[src/rtl/vrm_pkg.sv]
// Shared types and constants of the voxel ray marcher.
`timescale 1ns / 1ps
package vrm_pkg;

    typedef enum logic [3:0] {
        S_IDLE,
        S_NORM,
        S_SQ,
        S_SQRT,
        S_ULOAD,
        S_UDIV,
        S_TLOAD,
        S_TDIV,
        S_PICK,
        S_MUL,
        S_UPD,
        S_OUT
    } t_state;

    localparam logic [1:0] KIND_QUERY = 2'd0;
    localparam logic [1:0] KIND_HIT   = 2'd1;
    localparam logic [1:0] KIND_MISS  = 2'd2;

    localparam logic [2:0] FACE_NONE = 3'd0;

    localparam int MAX_STEPS_DEF = 256;

    localparam logic [30:0] MAX_DIST_RST = 31'd16777216;
    localparam logic [16:0] ONE_Q16      = 17'h10000;
    localparam logic [33:0] NUDGE_Q16    = 34'd655;

    localparam int DVD_W = 48;
    localparam int DSR_W = 32;
    localparam int CNT_W = 6;

    localparam logic [CNT_W-1:0] UDIV_ITERS = CNT_W'(48);
    localparam logic [CNT_W-1:0] TDIV_ITERS = CNT_W'(33);
    localparam logic [CNT_W-1:0] SQ_LAST    = CNT_W'(31);
    localparam logic [CNT_W-1:0] MUL_LAST   = CNT_W'(33);

endpackage

[src/rtl/vrm_div.sv]
// Restoring divider, one quotient bit per cycle.
`timescale 1ns / 1ps
module vrm_div
    import vrm_pkg::*;
(
    input  logic             i_clk,
    input  logic             i_rst_n,
    input  logic             i_start,
    input  logic [DVD_W-1:0] i_dividend,
    input  logic [DSR_W-1:0] i_divisor,
    input  logic [CNT_W-1:0] i_count,
    output logic             o_done,
    output logic [DVD_W-1:0] o_quot
);

    logic             r_busy, n_busy;
    logic             r_done, n_done;
    logic [CNT_W-1:0] r_cnt, n_cnt;
    logic [DVD_W-1:0] r_dvd, n_dvd;
    logic [DSR_W-1:0] r_dsr, n_dsr;
    logic [DSR_W-1:0] r_rem, n_rem;
    logic [DVD_W-1:0] r_quot, n_quot;
    logic [DSR_W:0]   trial;
    logic             take;

    always_comb begin
        n_busy = r_busy;
        n_done = 1'b0;
        n_cnt  = r_cnt;
        n_dvd  = r_dvd;
        n_dsr  = r_dsr;
        n_rem  = r_rem;
        n_quot = r_quot;
        trial  = {r_rem, r_dvd[DVD_W-1]};
        take   = trial >= {1'b0, r_dsr};
        if (i_start) begin
            n_busy = 1'b1;
            n_cnt  = i_count;
            n_dvd  = i_dividend;
            n_dsr  = i_divisor;
            n_rem  = '0;
            n_quot = '0;
        end else if (r_busy) begin
            n_rem  = take ? DSR_W'(trial - {1'b0, r_dsr}) : trial[DSR_W-1:0];
            n_quot = {r_quot[DVD_W-2:0], take};
            n_dvd  = {r_dvd[DVD_W-2:0], 1'b0};
            n_cnt  = r_cnt - 1'b1;
            if (r_cnt == CNT_W'(1)) begin
                n_busy = 1'b0;
                n_done = 1'b1;
            end
        end
    end

    always_ff @(posedge i_clk) begin
        if (!i_rst_n) begin
            r_busy <= 1'b0;
            r_done <= 1'b0;
        end else begin
            r_busy <= n_busy;
            r_done <= n_done;
        end
    end

    always_ff @(posedge i_clk) begin
        r_cnt  <= n_cnt;
        r_dvd  <= n_dvd;
        r_dsr  <= n_dsr;
        r_rem  <= n_rem;
        r_quot <= n_quot;
    end

    assign o_done = r_done;
    assign o_quot = r_quot;

endmodule

[src/rtl/voxel_ray_march.sv]
// Top level of the voxel ray marcher (3D grid traversal, Q16.16).
//
// Input channel (i_valid/o_ready): cmd 0 starts a ray from pos along dir,
// cmd 1 answers the pending voxel query with solid. Each item gives at most
// one result on the output channel (o_valid/i_ready): a query for the next
// voxel, a hit, or a miss. An answer with no ray pending gives no result.
// Config channel (i_cfg_valid/o_cfg_ready) writes max_distance; the user must
// write it only while the block is idle, which the block does not enforce.
// One item at a time. A start normalizes dir (up to 30 shifts), squares it in
// 32 bit-serial steps, takes 32 square root steps and runs three divides of 48
// quotient bits each. An answer that steps the ray runs a 33-bit boundary
// divide for each nonzero axis and skips a zero axis, then picks the nearest
// boundary, runs a 34-step bit-serial multiply for the advance, updates the ray
// and loads the output; the divides run one at a time on the shared divider.
// A hit or a trivial miss goes straight to the output state.
// Reset clears the ray (none pending) and sets max_distance to 256.0.
// The result sits in an output register; a stalled receiver holds it there,
// the next item is still taken and its result waits until the register frees.
`timescale 1ns / 1ps
module voxel_ray_march
    import vrm_pkg::*;
#(
    parameter int MAX_STEPS = MAX_STEPS_DEF
) (
    input  logic               i_clk,
    input  logic               i_rst_n,
    input  logic               i_cfg_valid,
    output logic               o_cfg_ready,
    input  logic [30:0]        i_cfg_data,
    input  logic               i_valid,
    output logic               o_ready,
    input  logic               i_cmd,
    input  logic signed [31:0] i_pos_x,
    input  logic signed [31:0] i_pos_y,
    input  logic signed [31:0] i_pos_z,
    input  logic signed [31:0] i_dir_x,
    input  logic signed [31:0] i_dir_y,
    input  logic signed [31:0] i_dir_z,
    input  logic               i_solid,
    output logic               o_valid,
    input  logic               i_ready,
    output logic [1:0]         o_kind,
    output logic signed [15:0] o_voxel_x,
    output logic signed [15:0] o_voxel_y,
    output logic signed [15:0] o_voxel_z,
    output logic [2:0]         o_face
);

    localparam int STEP_W = $clog2(MAX_STEPS + 1);

    t_state r_state, n_state;

    logic [30:0]        r_max_dist, n_max_dist;
    logic [15:0]        r_voxel  [3], n_voxel  [3];
    logic [16:0]        r_pos    [3], n_pos    [3];
    logic signed [17:0] r_udir   [3], n_udir   [3];
    logic [31:0]        r_trav, n_trav;
    logic [STEP_W-1:0]  r_step, n_step;
    logic [2:0]         r_face, n_face;
    logic               r_active, n_active;
    logic [31:0]        r_mag    [3], n_mag    [3];
    logic               r_neg    [3], n_neg    [3];
    logic [63:0]        r_acc    [3], n_acc    [3];
    logic [63:0]        r_mcand  [3], n_mcand  [3];
    logic [33:0]        r_mplier [3], n_mplier [3];
    logic [CNT_W-1:0]   r_cnt, n_cnt;
    logic [63:0]        r_sq, n_sq;
    logic [63:0]        r_root, n_root;
    logic [63:0]        r_bit, n_bit;
    logic [31:0]        r_len, n_len;
    logic [1:0]         r_axis, n_axis;
    logic [1:0]         r_best, n_best;
    logic [32:0]        r_best_t, n_best_t;
    logic               r_best_ok, n_best_ok;
    logic [33:0]        r_steplen, n_steplen;
    logic [1:0]         r_kind, n_kind;
    logic               r_out_valid, n_out_valid;
    logic [1:0]         r_o_kind, n_o_kind;
    logic [15:0]        r_o_vox  [3], n_o_vox  [3];
    logic [2:0]         r_o_face, n_o_face;

    logic             div_start, div_done;
    logic [DVD_W-1:0] div_dividend, div_quot;
    logic [DSR_W-1:0] div_divisor;
    logic [CNT_W-1:0] div_count;

    logic               in_fire;
    logic signed [31:0] dir_in [3];
    logic [31:0]        pos_in [3];
    logic [31:0]        mag_in [3];
    logic [64:0]        root_try;
    logic [16:0]        bnd_dist;
    logic [16:0]        abs_u;
    logic [32:0]        t_new;
    logic [34:0]        trav_sum;
    logic signed [63:0] floor_adv;
    logic signed [63:0] nb;
    logic [17:0]        u_new;
    logic               any_nz;

    vrm_div u_div (
        .i_clk      (i_clk),
        .i_rst_n    (i_rst_n),
        .i_start    (div_start),
        .i_dividend (div_dividend),
        .i_divisor  (div_divisor),
        .i_count    (div_count),
        .o_done     (div_done),
        .o_quot     (div_quot)
    );

    assign o_cfg_ready = 1'b1;
    assign o_ready     = (r_state == S_IDLE);
    assign in_fire     = i_valid && o_ready;

    assign dir_in[0] = i_dir_x;
    assign dir_in[1] = i_dir_y;
    assign dir_in[2] = i_dir_z;
    assign pos_in[0] = i_pos_x;
    assign pos_in[1] = i_pos_y;
    assign pos_in[2] = i_pos_z;

    always_comb begin
        for (int i = 0; i < 3; i++) begin
            mag_in[i] = dir_in[i][31] ? (~dir_in[i] + 32'd1) : dir_in[i];
        end
        any_nz = (mag_in[0] != '0) || (mag_in[1] != '0) || (mag_in[2] != '0);
    end

    always_comb begin
        n_state     = r_state;
        n_max_dist  = r_max_dist;
        n_voxel     = r_voxel;
        n_pos       = r_pos;
        n_udir      = r_udir;
        n_trav      = r_trav;
        n_step      = r_step;
        n_face      = r_face;
        n_active    = r_active;
        n_mag       = r_mag;
        n_neg       = r_neg;
        n_acc       = r_acc;
        n_mcand     = r_mcand;
        n_mplier    = r_mplier;
        n_cnt       = r_cnt;
        n_sq        = r_sq;
        n_root      = r_root;
        n_bit       = r_bit;
        n_len       = r_len;
        n_axis      = r_axis;
        n_best      = r_best;
        n_best_t    = r_best_t;
        n_best_ok   = r_best_ok;
        n_steplen   = r_steplen;
        n_kind      = r_kind;
        n_out_valid = r_out_valid && !i_ready;
        n_o_kind    = r_o_kind;
        n_o_vox     = r_o_vox;
        n_o_face    = r_o_face;

        div_start    = 1'b0;
        div_dividend = '0;
        div_divisor  = '0;
        div_count    = '0;

        root_try  = {1'b0, r_root} + {1'b0, r_bit};
        bnd_dist  = r_udir[r_axis][17] ? r_pos[r_axis] : 17'(ONE_Q16 - r_pos[r_axis]);
        abs_u     = r_udir[r_axis][17] ? 17'(-r_udir[r_axis]) : r_udir[r_axis][16:0];
        t_new     = div_quot[32:0];
        trav_sum  = {3'b0, r_trav} + {1'b0, r_steplen};
        floor_adv = '0;
        nb        = '0;
        u_new     = r_neg[r_axis] ? 18'(-div_quot[17:0]) : div_quot[17:0];

        if (i_cfg_valid) begin
            n_max_dist = i_cfg_data;
        end

        unique case (r_state)
            S_IDLE: begin
                if (in_fire) begin
                    if (!i_cmd) begin
                        if (!any_nz) begin
                            n_active = 1'b0;
                            n_kind   = KIND_MISS;
                            n_state  = S_OUT;
                        end else begin
                            for (int i = 0; i < 3; i++) begin
                                n_mag[i]   = mag_in[i];
                                n_neg[i]   = dir_in[i][31];
                                n_voxel[i] = pos_in[i][31:16];
                                n_pos[i]   = {1'b0, pos_in[i][15:0]};
                            end
                            n_trav   = '0;
                            n_step   = '0;
                            n_face   = FACE_NONE;
                            n_active = 1'b1;
                            n_state  = S_NORM;
                        end
                    end else if (r_active) begin
                        if (i_solid) begin
                            n_active = 1'b0;
                            n_kind   = KIND_HIT;
                            n_state  = S_OUT;
                        end else begin
                            n_axis    = '0;
                            n_best_ok = 1'b0;
                            n_state   = S_TLOAD;
                        end
                    end
                end
            end
            S_NORM: begin
                if ((r_mag[0][31:30] | r_mag[1][31:30] | r_mag[2][31:30]) == 2'b00) begin
                    for (int i = 0; i < 3; i++) begin
                        n_mag[i] = {r_mag[i][30:0], 1'b0};
                    end
                end else begin
                    for (int i = 0; i < 3; i++) begin
                        n_acc[i]    = '0;
                        n_mcand[i]  = {32'b0, r_mag[i]};
                        n_mplier[i] = {2'b0, r_mag[i]};
                    end
                    n_cnt   = '0;
                    n_state = S_SQ;
                end
            end
            S_SQ: begin
                for (int i = 0; i < 3; i++) begin
                    if (r_mplier[i][0]) begin
                        n_acc[i] = r_acc[i] + r_mcand[i];
                    end
                    n_mcand[i]  = {r_mcand[i][62:0], 1'b0};
                    n_mplier[i] = {1'b0, r_mplier[i][33:1]};
                end
                n_cnt = r_cnt + 1'b1;
                if (r_cnt == SQ_LAST) begin
                    n_sq    = n_acc[0] + n_acc[1] + n_acc[2];
                    n_root  = '0;
                    n_bit   = 64'h4000_0000_0000_0000;
                    n_state = S_SQRT;
                end
            end
            S_SQRT: begin
                if ({1'b0, r_sq} >= root_try) begin
                    n_sq   = r_sq - root_try[63:0];
                    n_root = {1'b0, r_root[63:1]} + r_bit;
                end else begin
                    n_root = {1'b0, r_root[63:1]};
                end
                n_bit = {2'b0, r_bit[63:2]};
                if (r_bit[0]) begin
                    n_len   = n_root[31:0];
                    n_axis  = '0;
                    n_state = S_ULOAD;
                end
            end
            S_ULOAD: begin
                div_start    = 1'b1;
                div_dividend = {r_mag[r_axis], 16'h0} + {17'h0, r_len[31:1]};
                div_divisor  = r_len;
                div_count    = UDIV_ITERS;
                n_state      = S_UDIV;
            end
            S_UDIV: begin
                if (div_done) begin
                    n_udir[r_axis] = u_new;
                    if (r_axis == 2'd2) begin
                        n_kind  = KIND_QUERY;
                        n_state = S_OUT;
                    end else begin
                        n_axis  = r_axis + 2'd1;
                        n_state = S_ULOAD;
                    end
                end
            end
            S_TLOAD: begin
                if (r_udir[r_axis] == '0) begin
                    if (r_axis == 2'd2) begin
                        n_state = S_PICK;
                    end else begin
                        n_axis = r_axis + 2'd1;
                    end
                end else begin
                    div_start    = 1'b1;
                    div_dividend = {bnd_dist, 31'h0};
                    div_divisor  = {15'h0, abs_u};
                    div_count    = TDIV_ITERS;
                    n_state      = S_TDIV;
                end
            end
            S_TDIV: begin
                if (div_done) begin
                    if (!r_best_ok || (t_new < r_best_t)) begin
                        n_best    = r_axis;
                        n_best_t  = t_new;
                        n_best_ok = 1'b1;
                    end
                    if (r_axis == 2'd2) begin
                        n_state = S_PICK;
                    end else begin
                        n_axis  = r_axis + 2'd1;
                        n_state = S_TLOAD;
                    end
                end
            end
            S_PICK: begin
                if (!r_best_ok) begin
                    n_active = 1'b0;
                    n_kind   = KIND_MISS;
                    n_state  = S_OUT;
                end else begin
                    n_steplen = {1'b0, r_best_t} + NUDGE_Q16;
                    for (int i = 0; i < 3; i++) begin
                        n_acc[i]    = '0;
                        n_mcand[i]  = 64'(r_udir[i]);
                        n_mplier[i] = n_steplen;
                    end
                    n_cnt   = '0;
                    n_state = S_MUL;
                end
            end
            S_MUL: begin
                for (int i = 0; i < 3; i++) begin
                    if (r_mplier[i][0]) begin
                        n_acc[i] = r_acc[i] + r_mcand[i];
                    end
                    n_mcand[i]  = {r_mcand[i][62:0], 1'b0};
                    n_mplier[i] = {1'b0, r_mplier[i][33:1]};
                end
                n_cnt = r_cnt + 1'b1;
                if (r_cnt == MUL_LAST) begin
                    n_trav  = (trav_sum[34:32] != 3'b0) ? 32'hFFFF_FFFF : trav_sum[31:0];
                    n_state = S_UPD;
                end
            end
            S_UPD: begin
                for (int i = 0; i < 3; i++) begin
                    if (2'(i) == r_best) begin
                        if (!r_udir[i][17]) begin
                            n_voxel[i] = r_voxel[i] + 16'd1;
                            n_pos[i]   = '0;
                        end else begin
                            n_voxel[i] = r_voxel[i] - 16'd1;
                            n_pos[i]   = ONE_Q16;
                        end
                    end else begin
                        floor_adv = $signed(r_acc[i]) >>> 16;
                        nb        = $signed({47'b0, r_pos[i]}) + floor_adv;
                        if (nb < 0) begin
                            n_pos[i] = '0;
                        end else if (nb > $signed({47'b0, ONE_Q16})) begin
                            n_pos[i] = ONE_Q16;
                        end else begin
                            n_pos[i] = nb[16:0];
                        end
                    end
                end
                n_face = {r_best, 1'b0} + (r_udir[r_best][17] ? 3'd2 : 3'd1);
                n_step = r_step + 1'b1;
                if ((r_trav > {1'b0, r_max_dist}) || (n_step >= STEP_W'(MAX_STEPS))) begin
                    n_active = 1'b0;
                    n_kind   = KIND_MISS;
                end else begin
                    n_kind = KIND_QUERY;
                end
                n_state = S_OUT;
            end
            S_OUT: begin
                if (!r_out_valid || i_ready) begin
                    n_out_valid = 1'b1;
                    n_o_kind    = r_kind;
                    for (int i = 0; i < 3; i++) begin
                        n_o_vox[i] = (r_kind == KIND_MISS) ? 16'h0 : r_voxel[i];
                    end
                    n_o_face = (r_kind == KIND_MISS) ? FACE_NONE : r_face;
                    n_state  = S_IDLE;
                end
            end
            default: begin
                n_state = S_IDLE;
            end
        endcase
    end

    always_ff @(posedge i_clk) begin
        if (!i_rst_n) begin
            r_state     <= S_IDLE;
            r_max_dist  <= MAX_DIST_RST;
            r_active    <= 1'b0;
            r_out_valid <= 1'b0;
            r_trav      <= '0;
            r_step      <= '0;
            r_face      <= FACE_NONE;
            for (int i = 0; i < 3; i++) begin
                r_voxel[i] <= '0;
                r_pos[i]   <= '0;
                r_udir[i]  <= '0;
            end
        end else begin
            r_state     <= n_state;
            r_max_dist  <= n_max_dist;
            r_active    <= n_active;
            r_out_valid <= n_out_valid;
            r_trav      <= n_trav;
            r_step      <= n_step;
            r_face      <= n_face;
            r_voxel     <= n_voxel;
            r_pos       <= n_pos;
            r_udir      <= n_udir;
        end
    end

    always_ff @(posedge i_clk) begin
        r_mag     <= n_mag;
        r_neg     <= n_neg;
        r_acc     <= n_acc;
        r_mcand   <= n_mcand;
        r_mplier  <= n_mplier;
        r_cnt     <= n_cnt;
        r_sq      <= n_sq;
        r_root    <= n_root;
        r_bit     <= n_bit;
        r_len     <= n_len;
        r_axis    <= n_axis;
        r_best    <= n_best;
        r_best_t  <= n_best_t;
        r_best_ok <= n_best_ok;
        r_steplen <= n_steplen;
        r_kind    <= n_kind;
        r_o_kind  <= n_o_kind;
        r_o_vox   <= n_o_vox;
        r_o_face  <= n_o_face;
    end

    assign o_valid   = r_out_valid;
    assign o_kind    = r_o_kind;
    assign o_voxel_x = r_o_vox[0];
    assign o_voxel_y = r_o_vox[1];
    assign o_voxel_z = r_o_vox[2];
    assign o_face    = r_o_face;

endmodule
[config.mk]
export PLATFORM = sky130hd
export DESIGN_NAME = voxel_ray_march
export DESIGN_NICKNAME = d
export VERILOG_FILES = /design/src/rtl/vrm_pkg.sv /design/src/rtl/vrm_div.sv /design/src/rtl/voxel_ray_march.sv
export SDC_FILE = /design/constraint.sdc
export NUM_CORES = 2
export LEC_CHECK = 0
export BUFFER_PORTS_ARGS = -buffer_cell sky130_fd_sc_hd__buf_2
export CELL_PAD_IN_SITES_DETAIL_PLACEMENT = 2
export CELL_PAD_IN_SITES_GLOBAL_PLACEMENT = 2
export CORE_UTILIZATION = 41
export CTS_CLUSTER_SIZE = 25
export DETAILED_ROUTE_END_ITERATION = 16
export PLACE_DENSITY_LB_ADDON = 0.1
export SETUP_SLACK_MARGIN = 0.15
export SYNTH_ARGS = -nofsm -noshare
export SYNTH_HDL_FRONTEND = slang
export SYNTH_HIERARCHICAL = 1
export SYNTH_SLANG_ARGS = --single-unit
[constraint.sdc]
create_clock -name i_clk -period 13.98 [get_ports i_clk]
set_clock_uncertainty 0.05 [all_clocks]
set_input_delay 2.097 -clock i_clk [delete_from_list [all_inputs] [get_ports i_clk]]
set_output_delay 2.097 -clock i_clk [all_outputs]
set_load 0.05 [all_outputs]
==> Yosys cells after proc, flatten, opt, wreduce, memory -nomap -nowiden <==
Cells that the tools add are included.
{ "totals": {"mem_bits_rw": 0, "memories": 0, "elab_cells": 378, "latchBits": 0, "reg_bits": 1329, "romBits": 0, "input_bits": 230, "output_inout_bits": 56} }
{ "op_classes": {"addsub": 32, "order_cmp": 14, "div_mod_pow": 0, "n_shift": 0, "n_bitwise": 10, "mux": 167, "eq_ne": 47, "n_reduce_logical": 54, "multipliers": 0} }
{ "ops": {"columns": ["operator", "n"], "rows": [
  ["192-bit two-way mux", 4],
  ["192-bit case mux with 4 select lines", 1],
  ["64-bit two-way mux", 11],
  ["192-bit case mux with 3 select lines", 1],
  ["96-bit two-way mux", 4],
  ["64-bit case mux with 2 select lines", 3],
  ["32-bit two-way mux", 11],
  ["64-bit adder", 5],
  ["102-bit case mux with 3 select lines", 1],
  ["17-bit two-way mux", 17],
  ["48-bit two-way mux", 6],
  ["102-bit two-way mux", 2],
  ["48-bit case mux with 2 select lines", 2],
  ["96-bit case mux with 2 select lines", 1],
  ["51-bit two-way mux", 3],
  ["18-bit by 48-bit adder with 49-bit output", 3],
  ["49-bit by 18-bit > comparator with 1-bit output, second input constant", 3],
  ["49-bit by 1-bit less-than comparator with 1-bit output, second input constant", 3],
  ["32-bit case mux with 2 select lines", 2],
  ["18-bit two-way mux", 6],
  ["51-bit case mux with 2 select lines", 1],
  ["32-bit by 1-bit adder with 32-bit output, second input constant", 3],
  ["16-bit two-way mux", 6],
  ["32-bit NOT", 3],
  ["80 further kinds", 222]
]} }

==> Logic depth before layout (Yosys ltp) <==
{ "logic_depth": {"ltp_word": 10, "depth_mapped": 32, "ltp_nobuf": 31} }

==> By module <==
The synthesis kept the hierarchy.
{ "by_module_without_submodules": {"columns": ["module", "seq_area_each_um2", "area_each_um2", "n_inst", "cells_per_inst"], "rows": [
  ["voxel_ray_march", 31890.6, 86749.4, 1, 9611],
  ["vrm_div", 4224.1, 8274.2, 1, 775]
]} }

==> Worst setup path before layout <==
Ideal clock, no wire load.
{ "synth_timing": {"path_type": "flip-flop to flip-flop", "startpoint": "register, netlist name r_cnt[0]", "endpoint": "register r_sq[0], enable pin", "path_buffers": 0, "setup_time_ps": 427, "required_time_ps": 13503, "stages_incl_launch_ff": 7, "period_less_slack_ps": 9905, "t_arrival_ps": 9429, "path_slack_ps": 4075, "path_cell_list": "edfxtp_1 -> ha_1 -> nand3_1 -> nor3b_1 -> nor2_1 -> nor3_1 -> o21a_1"} }
{ "synth_lines": {"columns": ["element", "line", "text"], "rows": [
  ["end signal, assigned", "voxel_ray_march.sv:421", "r_sq <= n_sq;"],
  ["end, declared", "voxel_ray_march.sv:67", "logic [63:0] r_sq, n_sq;"]
]} }

==> Final worst setup path <==
{ "layout_timing": {"startpoint": "register r_mcand[0] (netlist name)", "endpoint": "register r_sq[63] (data pin)"} }
{ "layout_via": {"elab_chain_len": 6} }
{ "layout_lines": {"columns": ["element", "line", "text"], "rows": [
  ["start, declared", "voxel_ray_march.sv:64", "logic [63:0] r_mcand [3], n_mcand [3];"],
  ["start signal, assigned", "voxel_ray_march.sv:418", "r_mcand <= n_mcand;"],
  ["64-bit adder", "voxel_ray_march.sv:231", "n_acc[i] = r_acc[i] + r_mcand[i];"],
  ["64-bit two-way mux", null, null],
  ["64-bit two-way mux", "voxel_ray_march.sv:179", "unique case (r_state)"],
  ["64-bit adder", "voxel_ray_march.sv:238", "n_sq = n_acc[0] + n_acc[1] + n_acc[2];"],
  ["64-bit two-way mux", "voxel_ray_march.sv:237", "if (r_cnt == SQ_LAST) begin"],
  ["64-bit case mux with 2 select lines", "voxel_ray_march.sv:179", null],
  ["named net n_sq[63]", "voxel_ray_march.sv:67", null]
]} }
The timed path passes the listed nets, and every way through them passes these cells. The select of a mux whose other input is x is not followed.
A chain may end at the register's enable or synchronous reset.

==> impl_metrics.toml <==
[setup_path]
end_kind = "register"
crit_arrival_ps = 10190
crit_fanout = 7
worstPathRequired_ps = 14580
crit_path_start_kind = "register"
r2r_slack_ps = 4380
cpPeakStageDelay_ps = 990
crit_top_cell = "o21ai_0"
path_class = "register to register"
critical-path-slowest-cell = "a2111oi_0"

[die]
rows = 175
io_pins = 286
initial_utilization = 0.414
core_um2 = 228000
die_w_um = 482
dieArea_um2 = 232000
die_h_um = 482

[sta]
setup_viol = 0
post-route-period-util = 0.686
rsz0062_at_grt = "no"
hold_viol = 0
max-slew-margin-rel = 0.0629
max_slew.worst_pin.slew_ps = 1400
fin_crit_ps = 9600
setup_tns_ps = 0
slew_violations = 0
fmax_ghz = 0.104
whs_ps = 409

[detailed_routing]
firstDrtPassIters = 5
drc = 0
wire_per_inst_um = 28.2
vias_per_cell = 6.25
ant_nets = 0
vias = 84600
dr.first_iter.drc_count = 6074
wl_um = 382000

[clock_network]
htree_levels = 4
holdBufCountCts = 0
cts-root-buf = "clkbuf_16"
path_clk_slew_ps = 60
post_cts_buffers = 0
post_cts_resized = 0
numCtsBuffers = 162
insertion_delay_ps = 840
clockBufferDepth = 3
cts.sinks = 1293
cts_tree = "yes"

[grt]
grtUsageMet1 = 0.436
antenna_found_initial = 37
grt_max_degree = 161
busiest_layer = "met2"
grt-ovfl-total = 0
use_met3 = 0.0425
grt_pass1_vias = 88800
grtUsageTotal = 0.319
use_met2 = 0.518
grt_pass1_wl_um = 569000

[cells_and_area]
syn_to_final_growth_pct = 10.1
drive_gt1_frac = 0.0808
nets = 11300

[yosys]
syn-instance-count = 10300
synth-warning-count = 6
syn-cell-area_um2 = 94500
synth.avg_cell_area_um2 = 9.14

[run_status]
status = "finished, final reports clean"

[worst_hold_path]
hp-class = "register to register"

[flow_run]
max_cap_violations = 0

[placement]
io_buffers = 284
gp_congestion = 0.929
dp_hpwl_um = 292000
[path summary, 6_finish.rpt]
path | start | endpoint | cells past startpoint
worst max-delay path | r_mcand[0]$_DFFE_PP_ | r_sq[63]$_DFFE_PP_ | 29
worst min register to register | r_kind[0]$_SDFFCE_PN0P_ | o_kind[0]$_DFFE_PP_ | 0
worst min-delay path | r_kind[0]$_SDFFCE_PN0P_ | o_kind[0]$_DFFE_PP_ | 0
worst max register to register | r_mcand[0]$_DFFE_PP_ | r_sq[63]$_DFFE_PP_ | 29
[cell type report]
cell class / count / area [µm²]
Timing Repair Buffer: 389 / 2220
Fill cell: 24600 / 124000
Clock buffer: 213 / 4410
Tap cell: 3009 / 3760
Multi-Input combinational cell: 8075 / 55100
Inverter: 460 / 1730
Antenna cell: 13 / 32.5
Clock inverter: 86 / 1010
Sequential cell: 1293 / 35800
[metrics by stage]
step | worst slack [ps] | instances | util | cell area [µm²]
floorplan | 4070 | 10300 | - | 94500
global placement | 4970 | 13200 | 0.432 | 98700
detailed placement | 4420 | 13200 | 0.432 | 98700
CTS | 4320 | 13500 | 0.456 | 104000
global route | 3970 | 13500 | 0.456 | 104000
finish | 4380 | 13500 | 0.456 | 104000
[worst max-delay path, delay by kind of cell, from the launching register on]
family                     cells  cell delay, ps
AOI/OAI and AO/OA             16            5180
adders and majority gates      4            1520
xor gates and xnor gates       4             980
muxes                          2             970
DFF                            1             370
buffers and inverters          2             170
and+or+nand+nor                1             130
[metal layers]
layer / vias up / routed length, µm
met5: - / 228
met4: 34 / 13600
met3: 566 / 20000
met2: 2195 / 176000
met1: 43500 / 172000
li1: 38300 / -
[state kept, by name, summed over array words and instances (netlist names), 31 cells and up]
| name | count |
|---|---|
| r_acc | 192 |
| r_mcand | 192 |
| r_mplier | 98 |
| r_mag | 96 |
| r_root | 64 |
| r_sq | 64 |
| r_udir | 54 |
| r_pos | 51 |
| r_voxel | 48 |
| u_div/r_dvd | 48 |
| r_steplen | 34 |
| r_best_t | 33 |
| u_div/o_quot | 33 |
| r_bit | 32 |
| r_len | 32 |
| r_trav | 32 |
| u_div/r_dsr | 32 |
| u_div/r_rem | 32 |
| r_max_dist | 31 |
[cell usage in the layout (no fill, tap or decap), types with 77 or more instances in the layout]
cell type,n
buf_4,104
nor2b_1,100
nor2_1,880
nand2_1,977
nand4_1,137
o31ai_1,78
nor3_1,201
a211oi_1,145
o21bai_1,109
a21o_1,409
a31oi_1,132
and2_1,157
and3_1,202
mux2i_1,279
nand2b_1,81
edfxtp_1,992
buf_2,284
ha_1,633
o21ai_0,535
inv_1,454
a221o_1,122
a21oi_1,826
nand3_1,212
xnor2_1,417
xor2_1,319
clkbuf_16,164
fa_1,77
dfxtp_1,300
mux2_2,84
Power is left out: the tool's default activity adds up to more than one toggle a clock period on the data nets, which glitch-free logic cannot reach.
